$ cat src/hdl/reev_pkg.sv
package reev_pkg;

   localparam int StackDepth = 16;
   localparam int SpW = $clog2(StackDepth);
   localparam int CntW = $clog2(StackDepth + 1);
   localparam int CsrIdxW = 2;

   localparam logic [4:0] OP_DATA   = 5'd0;
   localparam logic [4:0] OP_ADD    = 5'd1;
   localparam logic [4:0] OP_SUB    = 5'd2;
   localparam logic [4:0] OP_MUL    = 5'd3;
   localparam logic [4:0] OP_DIV    = 5'd4;
   localparam logic [4:0] OP_MOD    = 5'd5;
   localparam logic [4:0] OP_ASR    = 5'd6;
   localparam logic [4:0] OP_SHL    = 5'd7;
   localparam logic [4:0] OP_XOR    = 5'd8;
   localparam logic [4:0] OP_AND    = 5'd9;
   localparam logic [4:0] OP_OR     = 5'd10;
   localparam logic [4:0] OP_NOT    = 5'd11;
   localparam logic [4:0] OP_NEG    = 5'd12;
   localparam logic [4:0] OP_SWAP   = 5'd13;
   localparam logic [4:0] OP_PUSH   = 5'd14;
   localparam logic [4:0] OP_PUSHU  = 5'd18;
   localparam logic [4:0] OP_SYM    = 5'd19;
   localparam logic [4:0] OP_POPB   = 5'd20;
   localparam logic [4:0] OP_POPW   = 5'd21;
   localparam logic [4:0] OP_RESV   = 5'd22;
   localparam logic [4:0] OP_END    = 5'd23;
   localparam logic [4:0] OP_SYMDEF = 5'd24;
   localparam logic [4:0] OP_ORG    = 5'd25;
   localparam logic [4:0] OP_ORGU   = 5'd28;

   localparam logic [2:0] KIND_NONE = 3'd0;
   localparam logic [2:0] KIND_BYTE = 3'd1;
   localparam logic [2:0] KIND_WORD = 3'd2;
   localparam logic [2:0] KIND_FILL = 3'd3;
   localparam logic [2:0] KIND_SEEK = 3'd4;

   localparam logic [2:0] ERR_OK    = 3'd0;
   localparam logic [2:0] ERR_UNDER = 3'd1;
   localparam logic [2:0] ERR_OVER  = 3'd2;
   localparam logic [2:0] ERR_BYTE  = 3'd3;
   localparam logic [2:0] ERR_UDEF  = 3'd4;
   localparam logic [2:0] ERR_LEFT  = 3'd5;
   localparam logic [2:0] ERR_DIV0  = 3'd6;
   localparam logic [2:0] ERR_BADOP = 3'd7;

   localparam logic [1:0] SEG_UDEF = 2'd3;

   typedef struct packed {
      logic [4:0]  opcode;
      logic [15:0] operand;
   } req_type;

   typedef struct packed {
      logic [2:0]  kind;
      logic [15:0] out_data;
      logic [15:0] out_address;
      logic [2:0]  error;
   } rsp_type;

   // controller -> datapath
   typedef struct packed {
      logic load;     // latch command, read top of stack
      logic read2;    // read second entry
      logic div_start;
      logic execute;  // compute result, commit state
   } cmd_type;

   // datapath -> controller
   typedef struct packed {
      logic div_done;
      logic need_div;
   } sts_type;

endpackage

$ cat src/hdl/reev_if.sv
interface reev_req_if;
   logic              valid;
   logic              ready;
   reev_pkg::req_type payload;
   modport source (output valid, output payload, input ready);
   modport sink (input valid, input payload, output ready);
endinterface

interface reev_rsp_if;
   logic              valid;
   logic              ready;
   reev_pkg::rsp_type payload;
   modport source (output valid, output payload, input ready);
   modport sink (input valid, input payload, output ready);
endinterface

$ cat src/hdl/reev_ram.sv
module reev_ram #(
   parameter int Width = 16,
   parameter int Depth = 16
) (
   input  logic                     clock,
   input  logic                     wr_en,
   input  logic [$clog2(Depth)-1:0] wr_addr,
   input  logic [Width-1:0]         wr_data,
   input  logic [$clog2(Depth)-1:0] rd_addr,
   output logic [Width-1:0]         rd_data
);
   logic [Width-1:0] mem_ff [Depth];

   always_ff @(posedge clock) begin
      if (wr_en) begin
         mem_ff[wr_addr] <= wr_data;
      end
      rd_data <= mem_ff[rd_addr];
   end
endmodule

$ cat src/hdl/reev_div.sv
module reev_div (
   input  logic        clock,
   input  logic        reset,
   input  logic        start,
   input  logic [15:0] dividend,
   input  logic [15:0] divisor,
   output logic        done,
   output logic [15:0] quotient,
   output logic [15:0] remainder
);
   logic [15:0] q_ff, q_in;
   logic [16:0] r_ff, r_in;
   logic [15:0] d_ff, d_in;
   logic [4:0]  cnt_ff, cnt_in;
   logic        busy_ff, busy_in;
   logic        qneg_ff, qneg_in, rneg_ff, rneg_in;
   logic        done_ff, done_in;
   logic [16:0] trial;
   logic [15:0] ua, ub;

   assign ua = dividend[15] ? 16'(-dividend) : dividend;
   assign ub = divisor[15] ? 16'(-divisor) : divisor;
   assign trial = {r_ff[15:0], q_ff[15]} - {1'b0, d_ff};

   always_comb begin
      q_in = q_ff; r_in = r_ff; d_in = d_ff; cnt_in = cnt_ff;
      busy_in = busy_ff; qneg_in = qneg_ff; rneg_in = rneg_ff;
      done_in = 1'b0;
      if (start) begin
         q_in = ua; r_in = '0; d_in = ub; cnt_in = 5'd16; busy_in = 1'b1;
         qneg_in = dividend[15] ^ divisor[15];
         rneg_in = dividend[15];
      end else if (busy_ff) begin
         if (!trial[16]) begin
            r_in = trial;
            q_in = {q_ff[14:0], 1'b1};
         end else begin
            r_in = {r_ff[15:0], q_ff[15]};
            q_in = {q_ff[14:0], 1'b0};
         end
         cnt_in = cnt_ff - 5'd1;
         if (cnt_ff == 5'd1) begin
            busy_in = 1'b0;
            done_in = 1'b1;
         end
      end
   end

   always_ff @(posedge clock) begin
      if (reset) begin
         busy_ff <= 1'b0;
         done_ff <= 1'b0;
         cnt_ff <= '0;
      end else begin
         busy_ff <= busy_in;
         done_ff <= done_in;
         cnt_ff <= cnt_in;
      end
      q_ff <= q_in; r_ff <= r_in; d_ff <= d_in;
      qneg_ff <= qneg_in; rneg_ff <= rneg_in;
   end

   assign done = done_ff;
   assign quotient = qneg_ff ? 16'(-q_ff) : q_ff;
   assign remainder = rneg_ff ? 16'(-r_ff[15:0]) : r_ff[15:0];
endmodule

$ cat src/hdl/reev_dp.sv
module reev_dp (
   input  logic                 clock,
   input  logic                 reset,
   input  reev_pkg::cmd_type    cmd,
   output reev_pkg::sts_type    sts,
   input  reev_pkg::req_type    req,
   output reev_pkg::rsp_type    rsp,
   input  logic                 csr_write,
   input  logic [reev_pkg::CsrIdxW-1:0] csr_index,
   input  logic [15:0]          csr_data
);
   localparam int SpW = reev_pkg::SpW;
   localparam int CntW = reev_pkg::CntW;

   logic [15:0] base_ff [4];
   logic [15:0] pos_ff [4];
   logic [15:0] pos_in;
   logic        pos_we;
   logic [1:0]  seg_ff, seg_in;
   logic [CntW-1:0] cnt_ff, cnt_in;
   logic [4:0]  op_ff;
   logic [15:0] v_ff, top_ff, r_ff, l_ff;

   logic        wr_en;
   logic [SpW-1:0] wr_addr, rd_addr;
   logic [15:0] wr_data, rd_data;

   logic        wr2_pend_ff, wr2_pend_in;
   logic [15:0] wr2_data_ff, wr2_data_in;
   logic [SpW-1:0] wr2_addr_ff, wr2_addr_in;

   logic        div_done;
   logic [15:0] quo, rem;
   logic        at_read2_ff;
   logic        got_ff;

   reev_ram #(.Width(16), .Depth(reev_pkg::StackDepth)) u_stack (
      .clock(clock), .wr_en(wr_en), .wr_addr(wr_addr), .wr_data(wr_data),
      .rd_addr(rd_addr), .rd_data(rd_data)
   );

   reev_div u_div (
      .clock(clock), .reset(reset), .start(cmd.div_start),
      .dividend(l_ff), .divisor(r_ff), .done(div_done),
      .quotient(quo), .remainder(rem)
   );

   assign sts.div_done = div_done;
   assign sts.need_div = (op_ff == reev_pkg::OP_DIV || op_ff == reev_pkg::OP_MOD)
                         && cnt_ff >= CntW'(2) && r_ff != 16'd0;

   // read: load->top, read2->second
   always_comb begin
      rd_addr = SpW'(cnt_ff - CntW'(1));
      if (cmd.read2) begin
         rd_addr = SpW'(cnt_ff - CntW'(2));
      end
   end

   always_ff @(posedge clock) begin
      at_read2_ff <= cmd.read2;
      got_ff <= cmd.load;
      if (cmd.load) begin
         op_ff <= req.opcode;
         v_ff <= req.operand;
      end
      if (got_ff) begin
         r_ff <= rd_data;
         top_ff <= rd_data;
      end
      if (at_read2_ff) begin
         l_ff <= rd_data;
      end
   end

   logic [15:0] res, x, padd;
   logic [1:0]  seg, ns;
   logic [15:0] pos;
   logic [31:0] prod;
   logic [2:0]  kind, err;
   logic [15:0] data, addr;

   assign prod = 32'(l_ff) * 32'(r_ff);

   always_comb begin
      seg = seg_ff;
      pos = pos_ff[seg];
      kind = reev_pkg::KIND_NONE; data = '0; addr = pos; err = reev_pkg::ERR_OK;
      res = '0; x = '0; padd = '0;
      ns = 2'(op_ff - reev_pkg::OP_ORG);
      seg_in = seg_ff; cnt_in = cnt_ff;
      pos_in = pos; pos_we = 1'b0;
      wr_en = 1'b0; wr_addr = SpW'(cnt_ff - CntW'(1)); wr_data = '0;
      wr2_pend_in = 1'b0; wr2_data_in = wr2_data_ff; wr2_addr_in = wr2_addr_ff;

      if (wr2_pend_ff) begin
         wr_en = 1'b1; wr_addr = wr2_addr_ff; wr_data = wr2_data_ff;
      end

      if (op_ff >= reev_pkg::OP_ADD && op_ff <= reev_pkg::OP_OR) begin
         if (cnt_ff < CntW'(2)) begin
            err = reev_pkg::ERR_UNDER;
         end else begin
            case (op_ff)
               reev_pkg::OP_ADD: res = l_ff + r_ff;
               reev_pkg::OP_SUB: res = l_ff - r_ff;
               reev_pkg::OP_MUL: res = prod[15:0];
               reev_pkg::OP_DIV: res = quo;
               reev_pkg::OP_MOD: res = rem;
               reev_pkg::OP_ASR: res = (r_ff > 16'd15) ? {16{l_ff[15]}}
                                       : 16'($signed(l_ff) >>> r_ff[3:0]);
               reev_pkg::OP_SHL: res = (r_ff > 16'd15) ? 16'd0 : (l_ff << r_ff[3:0]);
               reev_pkg::OP_XOR: res = l_ff ^ r_ff;
               reev_pkg::OP_AND: res = l_ff & r_ff;
               default: res = l_ff | r_ff;
            endcase
            if ((op_ff == reev_pkg::OP_DIV || op_ff == reev_pkg::OP_MOD)
                && r_ff == 16'd0) begin
               err = reev_pkg::ERR_DIV0;
            end else if (cmd.execute) begin
               wr_en = 1'b1; wr_addr = SpW'(cnt_ff - CntW'(2)); wr_data = res;
               cnt_in = cnt_ff - CntW'(1);
            end
         end
      end else if (op_ff == reev_pkg::OP_NOT || op_ff == reev_pkg::OP_NEG) begin
         if (cnt_ff == '0) begin
            err = reev_pkg::ERR_UNDER;
         end else if (cmd.execute) begin
            wr_en = 1'b1;
            wr_data = (op_ff == reev_pkg::OP_NOT) ? ~top_ff : 16'(-top_ff);
         end
      end else if (op_ff == reev_pkg::OP_SWAP) begin
         if (cnt_ff < CntW'(2)) begin
            err = reev_pkg::ERR_UNDER;
         end else if (cmd.execute) begin
            wr_en = 1'b1; wr_data = l_ff;
            wr2_pend_in = 1'b1; wr2_data_in = r_ff;
            wr2_addr_in = SpW'(cnt_ff - CntW'(2));
         end
      end else if (op_ff >= reev_pkg::OP_PUSH && op_ff <= reev_pkg::OP_SYM) begin
         if (cnt_ff >= CntW'(reev_pkg::StackDepth)) begin
            err = reev_pkg::ERR_OVER;
         end else if (cmd.execute) begin
            padd = (op_ff > reev_pkg::OP_PUSH && op_ff <= reev_pkg::OP_PUSHU)
                   ? base_ff[2'(op_ff - reev_pkg::OP_PUSH - 5'd1)] : 16'd0;
            wr_en = 1'b1; wr_addr = SpW'(cnt_ff); wr_data = v_ff + padd;
            cnt_in = cnt_ff + CntW'(1);
         end
      end else if (op_ff == reev_pkg::OP_POPB || op_ff == reev_pkg::OP_POPW) begin
         x = top_ff;
         if (cnt_ff == '0) begin
            err = reev_pkg::ERR_UNDER;
         end else if (op_ff == reev_pkg::OP_POPB && !(x <= 16'd127 || x >= 16'hFF80)) begin
            err = reev_pkg::ERR_BYTE;
         end else if (seg == reev_pkg::SEG_UDEF) begin
            err = reev_pkg::ERR_UDEF;
         end else begin
            cnt_in = cnt_ff - CntW'(1);
            pos_we = 1'b1;
            if (op_ff == reev_pkg::OP_POPB) begin
               kind = reev_pkg::KIND_BYTE; data = {8'd0, x[7:0]}; pos_in = pos + 16'd1;
            end else begin
               kind = reev_pkg::KIND_WORD; data = x; pos_in = pos + 16'd2;
            end
         end
      end else if (op_ff == reev_pkg::OP_DATA) begin
         if (seg == reev_pkg::SEG_UDEF) begin
            err = reev_pkg::ERR_UDEF;
         end else begin
            kind = reev_pkg::KIND_BYTE; data = {8'd0, v_ff[7:0]};
            pos_we = 1'b1; pos_in = pos + 16'd1;
         end
      end else if (op_ff == reev_pkg::OP_RESV) begin
         pos_we = 1'b1; pos_in = pos + v_ff;
         if (seg != reev_pkg::SEG_UDEF && !v_ff[15] && v_ff != 16'd0) begin
            kind = reev_pkg::KIND_FILL; data = v_ff;
         end
      end else if (op_ff == reev_pkg::OP_END) begin
         if (cnt_ff != '0) begin
            err = reev_pkg::ERR_LEFT;
         end
      end else if (op_ff == reev_pkg::OP_SYMDEF) begin
         kind = reev_pkg::KIND_NONE;
      end else if (op_ff >= reev_pkg::OP_ORG && op_ff <= reev_pkg::OP_ORGU) begin
         seg_in = ns; seg = ns;
         pos_we = 1'b1; pos_in = v_ff;
         kind = reev_pkg::KIND_SEEK;
         addr = (ns == reev_pkg::SEG_UDEF) ? 16'd0 : base_ff[ns] + v_ff;
      end else begin
         err = reev_pkg::ERR_BADOP;
      end

      if (err != reev_pkg::ERR_OK) begin
         kind = reev_pkg::KIND_NONE; data = '0; addr = pos;
         cnt_in = cnt_ff; pos_we = 1'b0; seg_in = seg_ff; wr2_pend_in = 1'b0;
         if (!wr2_pend_ff) begin
            wr_en = 1'b0;
         end
      end
      if (!cmd.execute) begin
         cnt_in = cnt_ff; pos_we = 1'b0; seg_in = seg_ff; wr2_pend_in = 1'b0;
         if (!wr2_pend_ff) begin
            wr_en = 1'b0;
         end
      end
   end

   always_ff @(posedge clock) begin
      if (reset) begin
         for (int i = 0; i < 4; i++) begin
            base_ff[i] <= '0;
            pos_ff[i] <= '0;
         end
         seg_ff <= '0;
         cnt_ff <= '0;
         wr2_pend_ff <= 1'b0;
      end else begin
         if (csr_write) begin
            base_ff[csr_index] <= csr_data;
         end
         if (pos_we) begin
            pos_ff[seg] <= pos_in;
         end
         seg_ff <= seg_in;
         cnt_ff <= cnt_in;
         wr2_pend_ff <= wr2_pend_in;
      end
      wr2_data_ff <= wr2_data_in;
      wr2_addr_ff <= wr2_addr_in;
      if (cmd.execute) begin
         rsp <= '{kind: kind, out_data: data, out_address: addr, error: err};
      end
   end
endmodule

$ cat src/hdl/reev_ctrl.sv
module reev_ctrl (
   input  logic              clock,
   input  logic              reset,
   input  logic              req_valid,
   output logic              req_ready,
   output logic              rsp_valid,
   input  logic              rsp_ready,
   output reev_pkg::cmd_type cmd,
   input  reev_pkg::sts_type sts
);
   typedef enum logic [2:0] {
      S_IDLE, S_TOP, S_SECOND, S_DECIDE, S_DIV, S_EXEC, S_HOLD
   } state_type;

   state_type state_ff;
   logic      rsp_valid_ff;

   assign req_ready = (state_ff == S_IDLE) && !rsp_valid_ff;
   assign rsp_valid = rsp_valid_ff;

   always_comb begin
      cmd = '0;
      cmd.load = req_valid && req_ready;
      cmd.read2 = (state_ff == S_TOP);
      cmd.div_start = (state_ff == S_DECIDE) && sts.need_div;
      cmd.execute = (state_ff == S_EXEC);
   end

   always_ff @(posedge clock) begin
      if (reset) begin
         state_ff <= S_IDLE;
         rsp_valid_ff <= 1'b0;
      end else begin
         if (rsp_valid_ff && rsp_ready) begin
            rsp_valid_ff <= 1'b0;
         end
         case (state_ff)
            S_IDLE: begin
               if (req_valid && req_ready) begin
                  state_ff <= S_TOP;
               end
            end
            S_TOP: state_ff <= S_SECOND;
            S_SECOND: state_ff <= S_DECIDE;
            S_DECIDE: state_ff <= sts.need_div ? S_DIV : S_EXEC;
            S_DIV: begin
               if (sts.div_done) begin
                  state_ff <= S_EXEC;
               end
            end
            S_EXEC: begin
               rsp_valid_ff <= 1'b1;
               state_ff <= S_HOLD;
            end
            S_HOLD: state_ff <= S_IDLE;
            default: state_ff <= S_IDLE;
         endcase
      end
   end
endmodule

$ cat src/hdl/relocation_expression_evaluator_top.sv
// From accepted word to result word: top read, second read, decide, divide (div and mod with a nonzero
// divisor only, 16-step serial divider), execute. A new word is taken only after the last is done and its result taken.
// The stack memory has one read port, so top and second entries are read in turn.
// Reset (synchronous): stack empty, code segment current, positions and bases zero.
// A result word waits in the output register until taken.
module relocation_expression_evaluator_top (
   input  logic        clock,
   input  logic        reset,
   reev_req_if.sink    req,
   reev_rsp_if.source  rsp,
   input  logic        csr_write,
   input  logic [reev_pkg::CsrIdxW-1:0] csr_index,
   input  logic [15:0] csr_data
);
   reev_pkg::cmd_type cmd;
   reev_pkg::sts_type sts;

   reev_ctrl u_ctrl (
      .clock(clock), .reset(reset),
      .req_valid(req.valid), .req_ready(req.ready),
      .rsp_valid(rsp.valid), .rsp_ready(rsp.ready),
      .cmd(cmd), .sts(sts)
   );

   reev_dp u_dp (
      .clock(clock), .reset(reset), .cmd(cmd), .sts(sts),
      .req(req.payload), .rsp(rsp.payload),
      .csr_write(csr_write), .csr_index(csr_index), .csr_data(csr_data)
   );

   a_one_cmd: assert property (@(posedge clock) disable iff (reset)
      $onehot0({cmd.load, cmd.execute, cmd.div_start}))
      else $error("controller commands overlap");
   a_rsp_after_exec: assert property (@(posedge clock) disable iff (reset)
      cmd.execute |=> rsp.valid)
      else $error("result missing after execute");
   a_no_accept_busy: assert property (@(posedge clock) disable iff (reset)
      rsp.valid |-> !req.ready)
      else $error("input taken while result pending");
endmodule
$ cat src/flat_wrapper.sv
// flat-port wrapper written by rule: the top's interface ports become plain ports
module relocation_expression_evaluator_top_flat 
  (clock, reset, csr_write, csr_index, csr_data, req_valid, req_payload, req_ready, rsp_valid, rsp_payload, rsp_ready);
  reev_req_if req_i ();
  reev_rsp_if rsp_i ();
  input  logic clock;
  input  logic reset;
  input  logic csr_write;
  input  logic [reev_pkg::CsrIdxW-1:0] csr_index;
  input  logic [15:0] csr_data;
  input wire logic [$bits(req_i.valid)-1:0] req_valid;
  input wire logic [$bits(req_i.payload)-1:0] req_payload;
  output wire logic [$bits(req_i.ready)-1:0] req_ready;
  output wire logic [$bits(rsp_i.valid)-1:0] rsp_valid;
  output wire logic [$bits(rsp_i.payload)-1:0] rsp_payload;
  input wire logic [$bits(rsp_i.ready)-1:0] rsp_ready;
  assign req_i.valid = req_valid;
  assign req_i.payload = req_payload;
  assign req_ready = req_i.ready;
  assign rsp_valid = rsp_i.valid;
  assign rsp_payload = rsp_i.payload;
  assign rsp_i.ready = rsp_ready;
  relocation_expression_evaluator_top u_core (.clock(clock), .reset(reset), .req(req_i), .rsp(rsp_i), .csr_write(csr_write), .csr_index(csr_index), .csr_data(csr_data));
endmodule
$ cat config.mk
export PLATFORM = sky130hd
export DESIGN_NAME = relocation_expression_evaluator_top_flat
export DESIGN_NICKNAME = d
export VERILOG_FILES = /design/src/hdl/reev_pkg.sv /design/src/hdl/reev_if.sv /design/src/hdl/reev_ram.sv /design/src/hdl/reev_div.sv /design/src/hdl/reev_dp.sv /design/src/hdl/reev_ctrl.sv /design/src/hdl/relocation_expression_evaluator_top.sv /design/src/flat_wrapper.sv
export SDC_FILE = /design/constraint.sdc
export NUM_CORES = 2
export LEC_CHECK = 0
export ABC_CLOCK_PERIOD_IN_PS = 6700
export BUFFER_PORTS_ARGS = -buffer_cell sky130_fd_sc_hd__buf_2
export CAP_MARGIN = 20
export CORE_AREA = 2 2 258 260
export DETAILED_ROUTE_END_ITERATION = 8
export DIE_AREA = 0 0 260 262
export PLACE_DENSITY = 0.85
export RECOVER_POWER = 25
export SYNTH_ARGS = -nofsm -noshare
export SYNTH_HDL_FRONTEND = slang
export SYNTH_SLANG_ARGS = --single-unit
$ cat constraint.sdc
create_clock -name clock -period 6.7 [get_ports clock]
set_clock_uncertainty 0.2 [all_clocks]
set_input_delay 1.005 -clock clock [delete_from_list [all_inputs] [get_ports clock]]
set_output_delay 1.005 -clock clock [all_outputs]
set_load 0.1 [all_outputs]
### Word level (Yosys, flattened, before mapping)

Memories as Yosys holds them, arrays and structs flattened. A register that Yosys moved wholly into a read port is not among the register bits.
Index checks and enable logic that the tools add are counted.

* bits in registers: 182
* RAM bits: 384
* bits of input ports: 44
* output and inout port bits: 40
* logic and storage cells: 343
* memories: 3

* add/subtract/negate cells: 19
* multiply operators: 1
* magnitude comparators: 14
* equal/unequal tests: 36
* shift operators: 2
* mux-type cells: 187
* bitwise gates (word level): 12
* reduce and logical (&&, ||, !) cells: 42

Memories
* u_core.u_dp.u_stack.mem_ff: words 16, width 16, rd ports 1, clocked after memory_dff 1, wr ports 1, line reev_ram.sv:12 `logic [Width-1:0] mem_ff [Depth];`
* u_core.u_dp.base_ff: words 4, width 16, rd ports 2, clocked after memory_dff 0, wr ports 4, line reev_dp.sv:15 `logic [15:0] base_ff [4];`
* u_core.u_dp.pos_ff: words 4, width 16, rd ports 1, clocked after memory_dff 1, wr ports 4, line reev_dp.sv:16 `logic [15:0] pos_ff [4];`

Operators with widths (count)
* $mux 16: 61
* $pmux 16 s9: 1
* $mux 3: 24
* $mux 5: 13
* $add 16x16->16: 4
* $neg 16->16: 4
* $mux 1: 54
* $mux 4: 11
* $mux 2: 20
* $reduce_bool 16->1: 2
* $reduce_or 16->1: 2
* $eq 5x4->1 const B: 5
* $eq 5x5->1 const B: 5
* $eq 5x3->1 const B: 4
* $pmux 3 s6: 1
* $sub 17x16->17: 1
* $add 16x1->16 const B: 1
* $add 16x2->16 const B: 1
* $and 16x16->16: 1
* $ge 16x16->1 const B: 1
* $gt 16x4->1 const B: 1
* $le 16x7->1 const B: 1
* $logic_not 16->1: 1
* $mul 16x16->16: 1
* 46 further kinds: 93

### Depth between registers and ports, before layout

* depth in word-level cells: 20
* gate-level depth with buffers: 26
* mapped depth without buffers: 24

### Modules after synthesis

A second synthesis with hierarchy kept.

* cells, all modules: 3414
* area, all modules: 37742.4 um2

By module, submodules not included
* reev_dp: instances 1, cells each 2447, area an instance 23134.7 um2, seq. area each 7417.1 um2
* reev_ram: instances 1, cells each 432, area an instance 10042.1 um2, seq. area each 8007.7 um2
* reev_div: instances 1, cells each 510, area an instance 4359.2 um2, seq. area each 1481.4 um2
* reev_ctrl: instances 1, cells each 25, area an instance 206.4 um2, seq. area each 80.1 um2

### Worst setup path after synthesis

OpenSTA, ideal clock, no wires.

* path type: reg-to-reg
* from: reg u_core.u_dp.r_ff[1]
* to: mem u_core.u_dp.u_stack.mem_ff[0][14] (data pin)
* library setup time: 294 ps
* data arrival time: 6610 ps
* required time: 6206 ps
* setup slack: -404 ps
* cell stages (with the launch flop): 23
* buffers on the path: 4
* period minus slack after synthesis: 7104 ps
* path through: edfxtp_1 > clkbuf_1 > clkbuf_1 > buf_1 > buf_1 > nand2_1 > fa_1 > fa_1 > fa_1 > fa_1 > inv_1 > fa_1 > inv_1 > fa_1 > inv_1 > ha_1 > and3_1 > a21oi_1 > o21ai_0 > o41ai_1 > xnor2_1 > a221oi_1 > o211ai_1

* cells in the longest elaborated chain, start to end: 7
* elaborated cells between the ends (all ways): 20
* those cells by class: add/sub: 3; mul: 1; order compare: 1; shift: 2; mux: 11; reduce/logical: 2

Ends and longest elaborated chain
* start: declaration: line reev_dp.sv:22 `logic [15:0] v_ff, top_ff, r_ff, l_ff;`
* start signal: assignment: line reev_dp.sv:68 `r_ff <= rd_data;`
* parallel branches: the longest is 6 deep, another holds $mul 16x16->16
* $mux 16 (*): line reev_dp.sv:100 `if (op_ff >= reev_pkg::OP_ADD && op_ff <= reev_pkg::OP_OR) begin`
* named net u_core.u_dp.u_stack.wr_data[14]: line reev_ram.sv:8 `input logic [Width-1:0] wr_data,`
* end: declaration: line reev_ram.sv:12

Mark *: on every way through the listed nets, which the timed path passes.

### Worst setup path after layout

* from: reg u_core.u_dp.r_ff[1]
* to: mem u_core.u_dp.u_stack.mem_ff[8][15] (data pin)

Same word-level chain as after synthesis.

==> run_results.csv <==
group,metric,value,unit
run_status,outcome,"finished, violations left",
run_status,violations,"max-capacitance violations, max-slew violations",
critical_path,end_kind,"flip-flop",
timing,rsz0062_at_grt,"no",
critical_path,cp_max_fo,15,
global_routing,grt_max_degree,65,
route,dr.pass1.iters,8,
synthesis,syn_area,37400,um2
clock_tree,cts_buffers,60,
timing,setup_viol,0,
critical_path,critPathKind,"flip-flop to flip-flop",
timing,post-route-period-util,97.2,%
synthesis,synth_top_cell_area_share,42.4,%
route,drtIter0Drc,4071,
critical_path,timing.rr.start,"u_core.u_dp.r_ff[1]$_DFFE_PP_",
clock_tree,path_clk_slew,0.06,ns
final_layout,nets,3821,
min_path,min_path_type,"flip-flop to flip-flop",
synthesis,syn_avg_cell_area,11.0,um2
critical_path,crit_required,6.91,ns
place,dpl-instance-area,39300,um2
place,port_buffers,83,
floorplan,rows,94,
final_layout,final_cell_mix,"edfxtp_1, nor2_1, nand2_1",
power_and_ir_drop,power.density_cell_area,301,nW/um2
critical_path,startpoint_type,"flip-flop",
timing,layout_min_cycle_time,6.51,ns
synthesis,synth-edff-count,529,
timing,hold_violations,0,
final_layout,synthToLayoutAreaGrowth,10.7,%
timing,holdWs,0.243,ns
synthesis,synth_ff_type,"edfxtp_1",
floorplan,die_h,262,um
place,dpl.cell_count,4302,
route,ant_nets,0,
critical_path,slowest_stage,"edfxtp_1",
floorplan,floorplan.initialDensity,57.3,%
timing,slew_headroom,-93.4,%
clock_tree,cts_max_level,2,
critical_path,max_stage_delay,0.57,ns
timing,tightest_slew,2.90,ns
clock_tree,worstSkewPairLatency,0.68,ns
final_layout,design_area,41400,um2
final_layout,drive_gt1_share,14.0,%
final_layout,layout_commonest_cell,"edfxtp_1",
floorplan,coreArea,65300,um2
floorplan,io_pins,84,
synthesis,synth_warnings,0,
timing,fin_setup_tns,0,ns
floorplan,die_x,260,um
clock_tree,cts_tree,"done",
timing,fmax,154,MHz
critical_path,startpoint,"u_core.u_dp.r_ff[1]$_DFFE_PP_",
synthesis,synth_seq_cells,584,
min_path,min_from,"u_core.u_dp.u_stack.rd_data[15]$_DFF_P_",
job,cap_viol_max_count,6,
global_routing,overflow,0,
global_routing,grt_first_pass_wirelength,182,mm
global_routing,antenna_found_initial,8,
route,wl,124,mm
route,drc,0,
synthesis,synth-async-reset-ratio,0,%
floorplan,die_area,68100,um2
global_routing,grt_pass1_vias,28674,
clock_tree,root_buffer,"clkbuf_16",
clock_tree,postCtsHoldBufs,0,
route,via_per_inst,6.73,
synthesis,synth_top_cell_by_area,"edfxtp_1",
route,wire_per_inst,27.9,um
synthesis,synth_nets,3717,
final_layout,instances_no_fill,4431,
synthesis,synth_area_leaders,"edfxtp_1, mux4_2, ha_1",
final_layout,finish.utilization,63.5,%
timing,drv_slew,174,
critical_path,crit_buf_inv,5,
place,dp_hpwl,87.6,mm
power_and_ir_drop,cellLeakagePower,0.0156,uW
synthesis,ys_seq_area_share,45.4,%
critical_path,cp.arrival,6.73,ns
power_and_ir_drop,peakVddDrop,579,uV
clock_tree,ctsLongestPathBuffers,3,
synthesis,synth_cells,3410,
critical_path,cp_top_family,"adder cells",
route,num_vias,29829,
critical_path,crit_chain,"buf_4 > nand2_1 > fa_1 > fa_1 > inv_1 > fa_1 > fa_1 > fa_1 > inv_1 > fa_1 > inv_1 > ha_1 > or3_1 > o21ai_0 > a21oi_1 > xnor2_1 > o211ai_1 > o2bb2ai_1 > buf_4",
critical_path,crit_top_cell,"fa_1",
clock_tree,clock_sinks,584,
global_routing,track_usage,36.2,%
place,gp_congestion,1.05,
synthesis,yosys.cell_types.count,87,
## what timing repair did
item,4_1_cts,5_1_grt
resized for setup,0,7
setup endpoints to repair,0,79
setup buffers,0,7
## metal layers
metal,GRT usage (%),part of all wire (%)
met2,55.6,45
met5,0,0.032
met1,47.2,36
met3,9.34,13
met4,19.8,6.2
## cell usage after synthesis, types with 28 or more instances
| master | count |
|---|---|
| clkbuf_1 | 161 |
| o21ai_0 | 164 |
| mux4_2 | 134 |
| ha_1 | 178 |
| a21oi_1 | 188 |
| nor2b_1 | 50 |
| a21o_1 | 28 |
| and2_1 | 73 |
| nor2_1 | 397 |
| dfxtp_1 | 55 |
| mux2i_1 | 46 |
| fa_1 | 85 |
| a211oi_1 | 64 |
| nor3_1 | 66 |
| a31oi_1 | 38 |
| edfxtp_1 | 529 |
| nand2_1 | 240 |
| xor2_1 | 65 |
| inv_1 | 186 |
| nand3_1 | 45 |
| xnor2_1 | 141 |
## power by group
part	internal [uW]	switching [uW]	total, uW
Sequential	4100	144	4240
Combinational	1730	3000	4730
Clock	1980	1500	3480
Total	7810	4650	12500
## per-stage QoR
step | setup slack (ns) | power, uW
after floorplan | 0.00892 | 7220
after global placement | 0.243 | 8660
after detailed placement | 0.159 | 8750
after CTS | 0.0973 | 12200
after global routing | 0.0359 | 12900
final | 0.187 | 12500
## area by class of cell
class | count | area, um2
fillers | 4990 | 23800
clock buffers | 72 | 1560
flip-flops and latches | 584 | 17000
well taps | 864 | 1080
inverters | 199 | 754
multi-input cells | 2417 | 18900
repair buffers | 252 | 1620
diodes | 4 | 10.0
clock inverters | 39 | 485
## sequential cells by signal, indices dropped and copies added, names as in the netlist, 2 cells and up, named ones only
| register | cells |
|---|---|
| u_core.u_dp.u_stack.mem_ff | 256 |
| u_core.u_dp.base_ff | 64 |
| u_core.u_dp.pos_ff | 64 |
| u_core.u_dp.rsp | 38 |
| u_core.u_dp.l_ff | 16 |
| u_core.u_dp.r_ff | 16 |
| u_core.u_dp.u_div.d_ff | 16 |
| u_core.u_dp.u_div.q_ff | 16 |
| u_core.u_dp.u_div.r_ff | 16 |
| u_core.u_dp.u_stack.rd_data | 16 |
| u_core.u_dp.v_ff | 16 |
| u_core.u_dp.wr2_data_ff | 16 |
| u_core.u_dp.cnt_ff | 5 |
| u_core.u_dp.op_ff | 5 |
| u_core.u_dp.u_div.cnt_ff | 5 |
| u_core.u_dp.wr2_addr_ff | 4 |
| u_core.u_ctrl.state_ff | 3 |
| u_core.u_dp.seg_ff | 2 |
## worst reg2reg max path: stages, from the launching register on
cell and delay (ns):
edfxtp_1 0.57, buf_4 0.19, nand2_1 0.06, fa_1 0.52, fa_1 0.57, inv_1 0.06
fa_1 0.48, fa_1 0.50, fa_1 0.49, inv_1 0.05, fa_1 0.54, inv_1 0.06
ha_1 0.31, or3_1 0.37, o21ai_0 0.08, a21oi_1 0.08, xnor2_1 0.44, o211ai_1 0.23
o2bb2ai_1 0.24, buf_4 0.23
## cell families after synthesis
logic type	synth area share [%]
and+or+nand+nor	13.1
AOI/OAI and AO/OA	12.4
DFF	45.4
buffers and inverters	4.31
adders and majority gates	10.5
xor gates and xnor gates	4.82
muxes	9.50
## final timing paths
path | to | slack (ns) | cells after the start
hold reg to reg | u_core.u_dp.l_ff[15]$_DFFE_PP_ | 0.24 | 0
setup / recovery | u_core.u_dp.u_stack.mem_ff[8][15]$_DFFE_PP_ | 0.19 | 19
setup reg to reg | u_core.u_dp.u_stack.mem_ff[8][15]$_DFFE_PP_ | 0.19 | 19
hold / removal | u_core.u_dp.l_ff[15]$_DFFE_PP_ | 0.24 | 0
Note: power is estimated with default switching activity, not from simulation.
